**src/hdl/lsbsd_pkg.sv**
```systemverilog
// Shared types and codes for the LSB steganography stream decoder.
// No dependencies; every other file refers to it by scoped names.
`default_nettype none

package lsbsd_pkg;

  localparam logic [2:0] PH_HEADER  = 3'd0;
  localparam logic [2:0] PH_MAGIC   = 3'd1;
  localparam logic [2:0] PH_EXTLEN  = 3'd2;
  localparam logic [2:0] PH_EXTCHR  = 3'd3;
  localparam logic [2:0] PH_PAYLEN  = 3'd4;
  localparam logic [2:0] PH_PAYBYTE = 3'd5;
  localparam logic [2:0] PH_DONE    = 3'd6;

  localparam logic [2:0] KIND_EXTLEN   = 3'd0;
  localparam logic [2:0] KIND_EXTCHR   = 3'd1;
  localparam logic [2:0] KIND_PAYLEN   = 3'd2;
  localparam logic [2:0] KIND_PAYBYTE  = 3'd3;
  localparam logic [2:0] KIND_MISMATCH = 3'd4;

  localparam logic [1:0] REG_MAGIC_FIRST  = 2'd0;
  localparam logic [1:0] REG_MAGIC_SECOND = 2'd1;
  localparam logic [1:0] REG_HEADER_SKIP  = 2'd2;

  localparam logic [7:0] MAGIC_FIRST_RST  = 8'd35;
  localparam logic [7:0] MAGIC_SECOND_RST = 8'd42;
  localparam logic [7:0] HEADER_SKIP_RST  = 8'd54;

  localparam logic [7:0] CHAR_BITS = 8'd8;
  localparam logic [7:0] SIZE_BITS = 8'd32;

  typedef struct packed {
    logic       valid;
    logic [7:0] image_byte;
    logic       start_req;
  } item_t;

  typedef struct packed {
    logic        valid;
    logic [2:0]  out_kind;
    logic [31:0] out_value;
    logic        final_res;
  } result_t;

  typedef struct packed {
    logic [7:0] magic_first;
    logic [7:0] magic_second;
    logic [7:0] header_skip;
  } cfg_t;

endpackage

`default_nettype wire

```
**src/hdl/lsbsd_in_stage.sv**
```systemverilog
// Input register for image bytes.
// Depends on lsbsd_pkg for the item type.
`default_nettype none

module lsbsd_in_stage (
  input  wire logic           clk,
  input  wire logic           rst,
  input  wire logic           s_valid,
  output      logic           s_ready,
  input  wire logic [7:0]     s_data,
  input  wire logic           s_start,
  input  wire logic           consume,
  output      lsbsd_pkg::item_t item
);

  assign s_ready = !item.valid || consume;

  always_ff @(posedge clk) begin
    if (rst) begin
      item.valid <= 1'b0;
    end else if (s_ready) begin
      item.valid <= s_valid;
    end
    if (s_ready) begin
      item.image_byte <= s_data;
      item.start_req  <= s_start;
    end
  end

endmodule

`default_nettype wire

```
**src/hdl/lsbsd_decode.sv**
```systemverilog
// Decode state and next-state logic: header skip, bit gathering, field sequencing.
// Depends on lsbsd_pkg for phase and kind codes and shared types.
`default_nettype none

module lsbsd_decode (
  input  wire logic              clk,
  input  wire logic              rst,
  input  wire logic              step,
  input  wire lsbsd_pkg::item_t  item,
  input  wire lsbsd_pkg::cfg_t   cfg,
  output      lsbsd_pkg::result_t res
);

  logic [2:0]  phase,       phase_next;
  logic [31:0] bit_gather,  bit_gather_next;
  logic [7:0]  bit_count,   bit_count_next;
  logic [31:0] remaining,   remaining_next;
  logic        magic_index, magic_index_next;
  logic        magic_ok,    magic_ok_next;

  always_comb begin
    logic        go;
    logic        need32;
    logic        full;
    logic [31:0] v;
    logic [7:0]  expect_chr;
    phase_next       = phase;
    bit_gather_next  = bit_gather;
    bit_count_next   = bit_count;
    remaining_next   = remaining;
    magic_index_next = magic_index;
    magic_ok_next    = magic_ok;
    res              = '0;
    go               = 1'b0;
    need32           = 1'b0;
    full             = 1'b0;
    v                = '0;
    expect_chr       = '0;

    if (item.start_req) begin
      phase_next       = lsbsd_pkg::PH_HEADER;
      bit_gather_next  = '0;
      bit_count_next   = '0;
      remaining_next   = '0;
      magic_index_next = 1'b0;
      magic_ok_next    = 1'b1;
    end

    if (phase_next != lsbsd_pkg::PH_DONE) begin
      go = 1'b1;
      if (phase_next == lsbsd_pkg::PH_HEADER) begin
        if (bit_count_next < cfg.header_skip) begin
          bit_count_next = bit_count_next + 8'd1;
          go = 1'b0;
        end else begin
          phase_next      = lsbsd_pkg::PH_MAGIC;
          bit_count_next  = '0;
          bit_gather_next = '0;
        end
      end
    end

    if (go) begin
      bit_gather_next = {bit_gather_next[30:0], item.image_byte[0]};
      bit_count_next  = bit_count_next + 8'd1;
      need32 = (phase_next == lsbsd_pkg::PH_EXTLEN) || (phase_next == lsbsd_pkg::PH_PAYLEN);
      full   = need32 ? (bit_count_next == lsbsd_pkg::SIZE_BITS)
                      : (bit_count_next == lsbsd_pkg::CHAR_BITS);
      v      = need32 ? bit_gather_next : {24'd0, bit_gather_next[7:0]};
      if (full) begin
        bit_gather_next = '0;
        bit_count_next  = '0;
        case (phase_next)
          lsbsd_pkg::PH_MAGIC: begin
            expect_chr = magic_index_next ? cfg.magic_second : cfg.magic_first;
            if (v[7:0] != expect_chr) magic_ok_next = 1'b0;
            if (!magic_index_next) begin
              magic_index_next = 1'b1;
            end else begin
              magic_index_next = 1'b0;
              if (!magic_ok_next) begin
                phase_next = lsbsd_pkg::PH_DONE;
                res = '{valid: 1'b1, out_kind: lsbsd_pkg::KIND_MISMATCH,
                        out_value: 32'd0, final_res: 1'b1};
              end else begin
                phase_next = lsbsd_pkg::PH_EXTLEN;
              end
            end
          end
          lsbsd_pkg::PH_EXTLEN: begin
            remaining_next = v;
            phase_next = (v == 32'd0) ? lsbsd_pkg::PH_PAYLEN : lsbsd_pkg::PH_EXTCHR;
            res = '{valid: 1'b1, out_kind: lsbsd_pkg::KIND_EXTLEN,
                    out_value: v, final_res: 1'b0};
          end
          lsbsd_pkg::PH_EXTCHR: begin
            remaining_next = remaining_next - 32'd1;
            if (remaining_next == 32'd0) phase_next = lsbsd_pkg::PH_PAYLEN;
            res = '{valid: 1'b1, out_kind: lsbsd_pkg::KIND_EXTCHR,
                    out_value: v, final_res: 1'b0};
          end
          lsbsd_pkg::PH_PAYLEN: begin
            remaining_next = v;
            phase_next = (v == 32'd0) ? lsbsd_pkg::PH_DONE : lsbsd_pkg::PH_PAYBYTE;
            res = '{valid: 1'b1, out_kind: lsbsd_pkg::KIND_PAYLEN,
                    out_value: v, final_res: (v == 32'd0)};
          end
          lsbsd_pkg::PH_PAYBYTE: begin
            remaining_next = remaining_next - 32'd1;
            if (remaining_next == 32'd0) phase_next = lsbsd_pkg::PH_DONE;
            res = '{valid: 1'b1, out_kind: lsbsd_pkg::KIND_PAYBYTE,
                    out_value: v, final_res: (remaining_next == 32'd0)};
          end
          default: begin
            phase_next = lsbsd_pkg::PH_DONE;
          end
        endcase
      end
    end

    res.valid = res.valid && step;
  end

  always_ff @(posedge clk) begin
    if (rst) begin
      phase       <= lsbsd_pkg::PH_HEADER;
      bit_gather  <= '0;
      bit_count   <= '0;
      remaining   <= '0;
      magic_index <= 1'b0;
      magic_ok    <= 1'b1;
    end else if (step) begin
      phase       <= phase_next;
      bit_gather  <= bit_gather_next;
      bit_count   <= bit_count_next;
      remaining   <= remaining_next;
      magic_index <= magic_index_next;
      magic_ok    <= magic_ok_next;
    end
  end

endmodule

`default_nettype wire

```
**src/hdl/lsbsd_out_stage.sv**
```systemverilog
// Result register feeding the master-side stream.
// Depends on lsbsd_pkg for the result type.
`default_nettype none

module lsbsd_out_stage (
  input  wire logic               clk,
  input  wire logic               rst,
  input  wire lsbsd_pkg::result_t res,
  output      logic               load_ok,
  output      logic               m_valid,
  input  wire logic               m_ready,
  output      logic [31:0]        m_data,
  output      logic [2:0]         m_kind,
  output      logic               m_last
);

  assign load_ok = !m_valid || m_ready;

  always_ff @(posedge clk) begin
    if (rst) begin
      m_valid <= 1'b0;
    end else if (load_ok) begin
      m_valid <= res.valid;
    end
    if (load_ok) begin
      m_data <= res.out_value;
      m_kind <= res.out_kind;
      m_last <= res.final_res;
    end
  end

endmodule

`default_nettype wire

```
**src/hdl/lsb_stego_stream_decoder_unit.sv**
```systemverilog
// Top level of the LSB steganography stream decoder: configuration registers and stages.
// Depends on lsbsd_pkg, lsbsd_in_stage, lsbsd_decode and lsbsd_out_stage.
`default_nettype none

// Takes one image byte per transfer and sustains one byte per cycle unless m_axis_tready
// stalls the output. Each byte passes an input register, combinational decode logic
// (header skip count, bit gathering, field sequencing) and a result register.
// A result is produced only when a length, character or byte completes, or on a signature
// mismatch; tlast marks the result that ends the image. Bytes after the end are dropped
// until a byte arrives with tuser set. Registers: 0 first signature character, 1 second
// signature character, 2 header bytes to skip.
module lsb_stego_stream_decoder_unit (
  input  wire logic        clk,
  input  wire logic        rst,
  input  wire logic        s_axis_tvalid,
  output      logic        s_axis_tready,
  input  wire logic [7:0]  s_axis_tdata,   // image_byte [7:0]
  input  wire logic        s_axis_tuser,   // start_req [0]
  output      logic        m_axis_tvalid,
  input  wire logic        m_axis_tready,
  output      logic [31:0] m_axis_tdata,   // out_value [31:0]
  output      logic [2:0]  m_axis_tuser,   // out_kind [2:0]
  output      logic        m_axis_tlast,
  input  wire logic        cfg_we,
  input  wire logic [1:0]  cfg_index,
  input  wire logic [7:0]  cfg_data
);

  lsbsd_pkg::cfg_t    cfg;
  lsbsd_pkg::item_t   item;
  lsbsd_pkg::result_t res;
  logic               load_ok;
  logic               step;

  always_ff @(posedge clk) begin
    if (rst) begin
      cfg.magic_first  <= lsbsd_pkg::MAGIC_FIRST_RST;
      cfg.magic_second <= lsbsd_pkg::MAGIC_SECOND_RST;
      cfg.header_skip  <= lsbsd_pkg::HEADER_SKIP_RST;
    end else if (cfg_we) begin
      case (cfg_index)
        lsbsd_pkg::REG_MAGIC_FIRST:  cfg.magic_first  <= cfg_data;
        lsbsd_pkg::REG_MAGIC_SECOND: cfg.magic_second <= cfg_data;
        lsbsd_pkg::REG_HEADER_SKIP:  cfg.header_skip  <= cfg_data;
        default: ;
      endcase
    end
  end

  assign step = item.valid && load_ok;

  lsbsd_in_stage u_in (
    .clk     (clk),
    .rst     (rst),
    .s_valid (s_axis_tvalid),
    .s_ready (s_axis_tready),
    .s_data  (s_axis_tdata),
    .s_start (s_axis_tuser),
    .consume (load_ok),
    .item    (item)
  );

  lsbsd_decode u_dec (
    .clk  (clk),
    .rst  (rst),
    .step (step),
    .item (item),
    .cfg  (cfg),
    .res  (res)
  );

  lsbsd_out_stage u_out (
    .clk     (clk),
    .rst     (rst),
    .res     (res),
    .load_ok (load_ok),
    .m_valid (m_axis_tvalid),
    .m_ready (m_axis_tready),
    .m_data  (m_axis_tdata),
    .m_kind  (m_axis_tuser),
    .m_last  (m_axis_tlast)
  );

  a_mismatch_final: assert property (@(posedge clk) disable iff (rst)
    m_axis_tvalid && (m_axis_tuser == lsbsd_pkg::KIND_MISMATCH)
      |-> m_axis_tlast && (m_axis_tdata == 32'd0))
    else $error("mismatch result not final or non-zero");

  a_ext_not_final: assert property (@(posedge clk) disable iff (rst)
    m_axis_tvalid && ((m_axis_tuser == lsbsd_pkg::KIND_EXTLEN) ||
                      (m_axis_tuser == lsbsd_pkg::KIND_EXTCHR))
      |-> !m_axis_tlast)
    else $error("extension result marked final");

  a_zero_paylen_final: assert property (@(posedge clk) disable iff (rst)
    m_axis_tvalid && (m_axis_tuser == lsbsd_pkg::KIND_PAYLEN)
      |-> (m_axis_tlast == (m_axis_tdata == 32'd0)))
    else $error("payload length final flag wrong");

endmodule

`default_nettype wire
```
**config.mk**
```make
export PLATFORM = sky130hd
export DESIGN_NAME = lsb_stego_stream_decoder_unit
export DESIGN_NICKNAME = d
export VERILOG_FILES = /design/src/hdl/lsbsd_pkg.sv /design/src/hdl/lsbsd_in_stage.sv /design/src/hdl/lsbsd_decode.sv /design/src/hdl/lsbsd_out_stage.sv /design/src/hdl/lsb_stego_stream_decoder_unit.sv
export SDC_FILE = /design/constraint.sdc
export NUM_CORES = 1
export LEC_CHECK = 0
export ABC_AREA = 1
export BUFFER_PORTS_ARGS = -buffer_cell sky130_fd_sc_hd__buf_4
export CORE_ASPECT_RATIO = 1.5
export CORE_UTILIZATION = 45
export DETAILED_ROUTE_END_ITERATION = 10
export PLACE_DENSITY = 0.7
export SYNTH_ARGS = -nofsm -noshare
export SYNTH_HDL_FRONTEND = slang
export SYNTH_SLANG_ARGS = --single-unit
```
**constraint.sdc**
```tcl
create_clock -name clk -period 5.5 [get_ports clk]
set_input_delay 0.825 -clock clk [delete_from_list [all_inputs] [get_ports clk]]
set_output_delay 0.825 -clock clk [all_outputs]
set_load 0.05 [all_outputs]
```
==> impl_metrics.csv, run 1 <==
group,metric,value,unit
status,status,"complete, no violations",
routing,vias_per_cell,5.361,
synth,yosys.area.top_type,"dfxtp_1",
placed_design,gp_congestion,0.9701,
synth,synth_top_flop_cell,"dfxtp_1",
routing,num_vias,9505,
clocking,cts_made_buffers,17,
placed_design,io_buffers,54,
global_route,antenna_found_initial,0,
power_and_ir_drop,cellPowerDensity,271.2,nW/um^2
job,cap_violations,0,
synth,synth_area,9155,um^2
timing,min_period,4.362,ns
synth,yosys.cell_types.count,39,
critical_path,crit_arrival,4.69,ns
synth,synthTopCellsByCount,"nand2_1, nor2_1, inv_1",
clocking,cts-root-buf,"clkbuf_16",
cells_and_area,diodes,0,
synth,ys_warn_count,0,
placed_design,dp_hpwl,19880,um
routing,route.detailed.drc,0,
timing,slew_viol_final,0,
synth,synth.yosys.seq_area_share,0.3477,
timing,fmax,0.2293,GHz
global_route,grtUsageTotal,0.2765,
critical_path,crit_type,"flop to flop",
die,num_rows,63,
critical_path,cp.required,5.83,ns
synth,synth_area_leaders,"dfxtp_1, nand2_1, edfxtp_1",
synth,netlist.area_leader.share,0.2230,
routing,ant_nets,0,
timing,rsz0062_at_grt,"false",
power_and_ir_drop,cellLeakagePower,4.998,nW
synth,synth_most_common_cell,"nand2_1",
clocking,numClockSinks,140,
clocking,clockBufferDepth,2,
synth,synth_area_per_cell,6.190,um^2
timing,hold_viol_final,0,
global_route,grt_max_degree,95,
critical_path,cp_max_fo,33,
clocking,cts-resized-gates,0,
clocking,cts_setup_buffers,0,
routing,detailedRoute.firstPassIterationCount,5,
clocking,cts_tree,"done",
clocking,clkTransAtPathRegs,0.06,ns
synth,postSynthCellCount,1479,
timing,worstMarginPinSlew,1.004,ns
cells_and_area,drive_gt1_frac,0.08923,
timing,setup_viol,0,
worst_hold_path,hold_class,"flop to flop",
placed_design,post_dp_cell_area,9686,um^2
routing,first_iter_violations,818,
clocking,hold_buffers,0,
synth,async_flop_share,0,
timing,relSlewSlack,0.3305,
die,start_util,0.4609,
critical_path,start_kind,"flop",
placed_design,dpl_worst_slack,1.213,ns
clocking,htree_num_levels,4,
timing,fin_crit_sh,0.7931,
die,coreArea,19860,um^2
synth,yosys_register_bits,140,
synth,synthesis.nets,1514,
die,io_pins,62,
global_route,grt-ovfl-total,0,
power_and_ir_drop,ir_drop,0.1610,mV
timing,fin_ws,1.138,ns
synth,synth_edf_count,38,
die,die_h,176.7,um
routing,drt-wirelength-per-cell,15.90,um
die,die_area,20930,um^2
timing,clock_skew,0.01137,ns
timing,finalSetupTns,0,ns
cells_and_area,areaGrowthSynthToFinish,12.48,%
global_route,grt_pass1_wl,44990,um
routing,wl,28190,um
die,die_x,118.5,um
cells_and_area,finish.utilization,0.5184,
cells_and_area,fin_nets,1535,
cells_and_area,fin_area,10300,um^2
critical_path,crit_path_end_kind,"flop",
clocking,clock_latency,0.44,ns
global_route,grt_pass1_vias,8760,
[cell type report]
class	instances	area, um^2
fill	2108	9567
multi-input combinational	1078	4932
sequential	140	3183
inverter	195	734.5
timing repair buffer	68	510.5
clock buffer	18	429.2
tap	260	325.3
clock inverter	14	182.7
[layer usage]
metal	up-vias	global-route usage	routed length, um
met3	79	0.04188	1247
met4	0	0.1767	1520
met2	294	0.4870	14170
met5	-	0	0
met1	4388	0.3115	11250
li1	4744	-	-
[logic make-up after synthesis]
logic type	after synthesis	share of synthesized area
XOR/XNOR	22	0.02105
flip-flops	140	0.3477
multiplexers	1	0.001093
adder cells (fa/ha/maj)	11	0.01503
AO/OA/AOI/OAI	233	0.1348
AND/OR/NAND/NOR	811	0.3665
buffers and inverters	261	0.1138
[final timing paths]
check                                            start                         endpoint  slack [ns]  cells after the start
worst min register to register    cfg[13]$_SDFFE_PP1P_             cfg[13]$_SDFFE_PP1P_        0.46                      2
worst min-delay path              cfg[13]$_SDFFE_PP1P_             cfg[13]$_SDFFE_PP1P_        0.46                      2
worst max-delay path            u_in.item[0]$_DFFE_PP_  u_dec.remaining[4]$_SDFFE_PP0P_        1.14                     19
worst max register to register  u_in.item[0]$_DFFE_PP_  u_dec.remaining[4]$_SDFFE_PP0P_        1.14                     19
[worst max-delay path: stages (launching register included)]
cell and delay, ns:
edfxtp_1 0.58, nor2_1 0.31, ha_1 0.30, a21oi_1 0.16, o21a_1 0.18, nand2_2 0.12, nand2_4 0.32, inv_2 0.30
nor2_1 0.22, inv_1 0.07, nand3_1 0.08, nand2_1 0.07, nor2_2 0.20, nand3_4 0.23, nor2_4 0.37, inv_2 0.34
nand2_1 0.13, nand3_1 0.09, nand2_1 0.11, inv_1 0.04
[power breakdown]
group	internal, W	switching (W)	total (W)
registers	0.00109	0.0000206	0.00111
logic	0.000137	0.000326	0.000463
clock network	0.000724	0.000493	0.00122
[registers in the layout, summed over array words and instances, names as in the netlist]
signal / count
u_dec.magic_index: 1
u_in.item: 3
u_out.m_last: 1
u_out.m_kind: 3
u_dec.magic_ok: 1
u_out.m_valid: 1
u_dec.remaining: 32
u_out.m_data: 32
cfg: 24
u_dec.bit_gather: 31
u_dec.phase: 3
u_dec.bit_count: 8
[metrics by stage]
| stage | hold WS [ns] | total power, W | instances |
|---|---|---|---|
| final | 0.4586 | 0.002793 | 1773 |
| after global placement | 0.4380 | 0.001585 | 1741 |
| after global routing | 0.4794 | 0.002915 | 1773 |
| after floorplan | 0.4214 | 0.001471 | 1479 |
| after detailed placement | 0.4452 | 0.001589 | 1741 |
| after CTS | 0.4617 | 0.002802 | 1773 |
[layout by cell type (no fill, tap or decap), types with 3 or more instances in the layout]
cell       netlist  final
xor2_1          20     20
inv_1          182    181
inv_6            0      4
inv_2            8      9
clkbuf_16        0     17
o21ai_0         93     93
nand3_1         83     83
a21oi_1        109    109
nor2_1         227    227
dfxtp_1        102    102
nor2_4           3      3
or2_2            6      6
o211ai_1        17     17
nor2_2           8      8
bufinv_16        0      3
nand4_1         23     23
nor3_1          34     34
edfxtp_1        38     38
nand2_1        417    416
clkinv_1         4      4
nand2_2          3      4
ha_1            11     11
buf_4            2     68
o22ai_1          6      6
(Power assumes the default switching activity.)
==> inputs of run 2 (changes only) <==
Clock period 5.5 ns to 4.1 ns, I/O delays scaled along.
==> impl_metrics.csv, run 2 (synthesis gave the netlist of run 1 again) <==
group,metric,value,unit
die,die_x,118.5,um
cells_and_area,fin_nets,1547,
cells_and_area,drive_gt1_frac,0.09508,
placed_design,io_buffers,54,
cells_and_area,areaGrowthSynthToFinish,13.52,%
timing,rsz0062_at_grt,"false",
routing,route.detailed.drc,0,
global_route,grt-ovfl-total,0,
critical_path,crit_end,"u_out.m_data[7]$_SDFFCE_PN0N_",
timing,min_period,3.807,ns
global_route,grt_max_degree,61,
critical_path,cp_max_fo,32,
global_route,grt_pass1_vias,8854,
clocking,clockBufferDepth,2,
routing,drt-wirelength-per-cell,15.54,um
cells_and_area,finish.utilization,0.5232,
power_and_ir_drop,cellPowerDensity,358.0,nW/um^2
clocking,clock_latency,0.44,ns
timing,relSlewSlack,0.4244,
clocking,htree_num_levels,4,
die,die_area,20930,um^2
critical_path,cp.required,4.36,ns
critical_path,crit_path_end_kind,"flop",
clocking,cts_made_buffers,17,
routing,wl,27750,um
clocking,cts-root-buf,"clkbuf_16",
routing,vias_per_cell,5.368,
power_and_ir_drop,cellLeakagePower,5.054,nW
critical_path,crit_arrival,4.07,ns
cells_and_area,final_common_cell,"nand2_1",
status,status,"complete, no violations",
timing,hold_viol_final,0,
critical_path,r2r_slack,0.29,ns
cells_and_area,reg_top3,"u_dec.remaining x32, u_out.m_data x32, u_dec.bit_gather x31",
die,coreArea,19860,um^2
die,start_util,0.4609,
placed_design,dp_hpwl,20100,um
critical_path,timing.rr.end,"u_out.m_data[7]$_SDFFCE_PN0N_",
clocking,numClockSinks,140,
timing,fin_crit_sh,0.9287,
clocking,hold_buffers,0,
global_route,grt_pass1_wl,44590,um
die,io_pins,62,
critical_path,startpoint,"u_in.item[0]$_DFFE_PP_",
timing,fmax,0.2626,GHz
timing,slew_viol_final,0,
timing,setup_viol,0,
critical_path,crit_type,"flop to flop",
global_route,antenna_found_initial,1,
clocking,clkTransAtPathRegs,0.06,ns
critical_path,reg2regPathDepth,19,
timing,finalSetupTns,0,ns
die,num_rows,63,
routing,num_vias,9588,
worst_hold_path,hold_class,"input port to flop",
power_and_ir_drop,ir_drop,0.2709,mV
clocking,cts_tree,"done",
critical_path,start_kind,"flop",
routing,detailedRoute.firstPassIterationCount,5,
placed_design,gp_congestion,1.032,
timing,worstMarginPinSlew,0.8624,ns
die,die_h,176.7,um
global_route,grtUsageTotal,0.2742,
cells_and_area,final_cell_mix,"nand2_1, nor2_1, inv_1, a21oi_1, dfxtp_1",
job,cap_violations,0,
critical_path,r2r-start,"u_in.item[0]$_DFFE_PP_",
routing,first_iter_violations,840,
routing,ant_nets,0,
timing,clock_skew,0.009719,ns
## run 2: final cells by class
cell class,count,area (um^2)
antenna,1,2.502
clock buffer,19,432.9
clock inverter,13,163.9
fill,2039,9472
inverter,195,737.0
multi-input combinational,1078,4935
sequential,140,3183
tap,260,325.3
timing repair buffer,80,613.1
## run 2: critical path, cell delays in order (launching register included)
cell	delay (ns)
edfxtp_1	0.36
buf_4	0.19
nor2_1	0.24
ha_1	0.29
a21oi_1	0.16
o21a_1	0.19
nand4_1	0.11
nand2_1	0.16
ha_1	0.22
nand2_1	0.08
nor2_1	0.18
nand3b_1	0.10
nand2_1	0.09
nand2_1	0.08
nor2_2	0.16
nand3_4	0.24
nor2_2	0.24
nand2_1	0.07
buf_4	0.25
nor2_1	0.21
## run 2: per-layer routing
| layer | vias up | routed length [um] | global-route usage |
|---|---|---|---|
| met2 | 335 | 13530 | 0.4713 |
| met3 | 105 | 1398 | 0.04124 |
| met1 | 4360 | 10710 | 0.3061 |
| met5 | - | 0 | 0 |
| li1 | 4788 | - | - |
| met4 | 0 | 2112 | 0.2083 |
## run 2: how the worst min path moves through the flow
| stage | depth (start not counted) | slack [ns] | endpoint | from |
|---|---|---|---|---|
| finish | 1 | 0.36 | u_in.item[1]$_DFFE_PP_ | s_axis_tdata[0] |
| global route | 1 | 0.35 | u_in.item[1]$_DFFE_PP_ | s_axis_tdata[0] |
| CTS | 1 | 0.35 | u_in.item[1]$_DFFE_PP_ | s_axis_tdata[0] |
| detailed placement | 2 | 0.44 | cfg[13]$_SDFFE_PP1P_ | cfg[13]$_SDFFE_PP1P_ |
| global placement | 2 | 0.44 | cfg[13]$_SDFFE_PP1P_ | cfg[13]$_SDFFE_PP1P_ |
| floorplan | 2 | 0.42 | cfg[21]$_SDFFE_PP1P_ | cfg[21]$_SDFFE_PP1P_ |
## run 2: what timing repair did
| item | in CTS | in global routing |
|---|---|---|
| endpoints found under the setup margin | 0 | 80 |
| setup buffers | 0 | 2 |
| resized for setup | 0 | 3 |
## run 2: metrics by stage
step | worst slack (ns) | area [um^2] | instances | total power [W] | hold WS [ns]
final | 0.2925 | 10390 | 1786 | 0.003721 | 0.3578
after global routing | 0.009199 | 10390 | 1785 | 0.003886 | 0.3469
after CTS | 0.1824 | 10370 | 1783 | 0.003727 | 0.3484
after detailed placement | 0.2310 | 9773 | 1751 | 0.002134 | 0.4424
after global placement | 0.2496 | 9773 | 1751 | 0.002127 | 0.4389
after floorplan | 0.9794 | 9155 | 1479 | 0.001973 | 0.4214
## run 2: power breakdown
| part | total [W] | switching (W) | internal [W] | leakage (nW) |
|---|---|---|---|---|
| combinational | 0.000628 | 0.000435 | 0.000193 | 3.46 |
| clock | 0.00160 | 0.000639 | 0.000961 | 0.292 |
| sequential | 0.00149 | 0.0000258 | 0.00147 | 1.30 |
| total | 0.00372 | 0.00110 | 0.00262 | 5.05 |
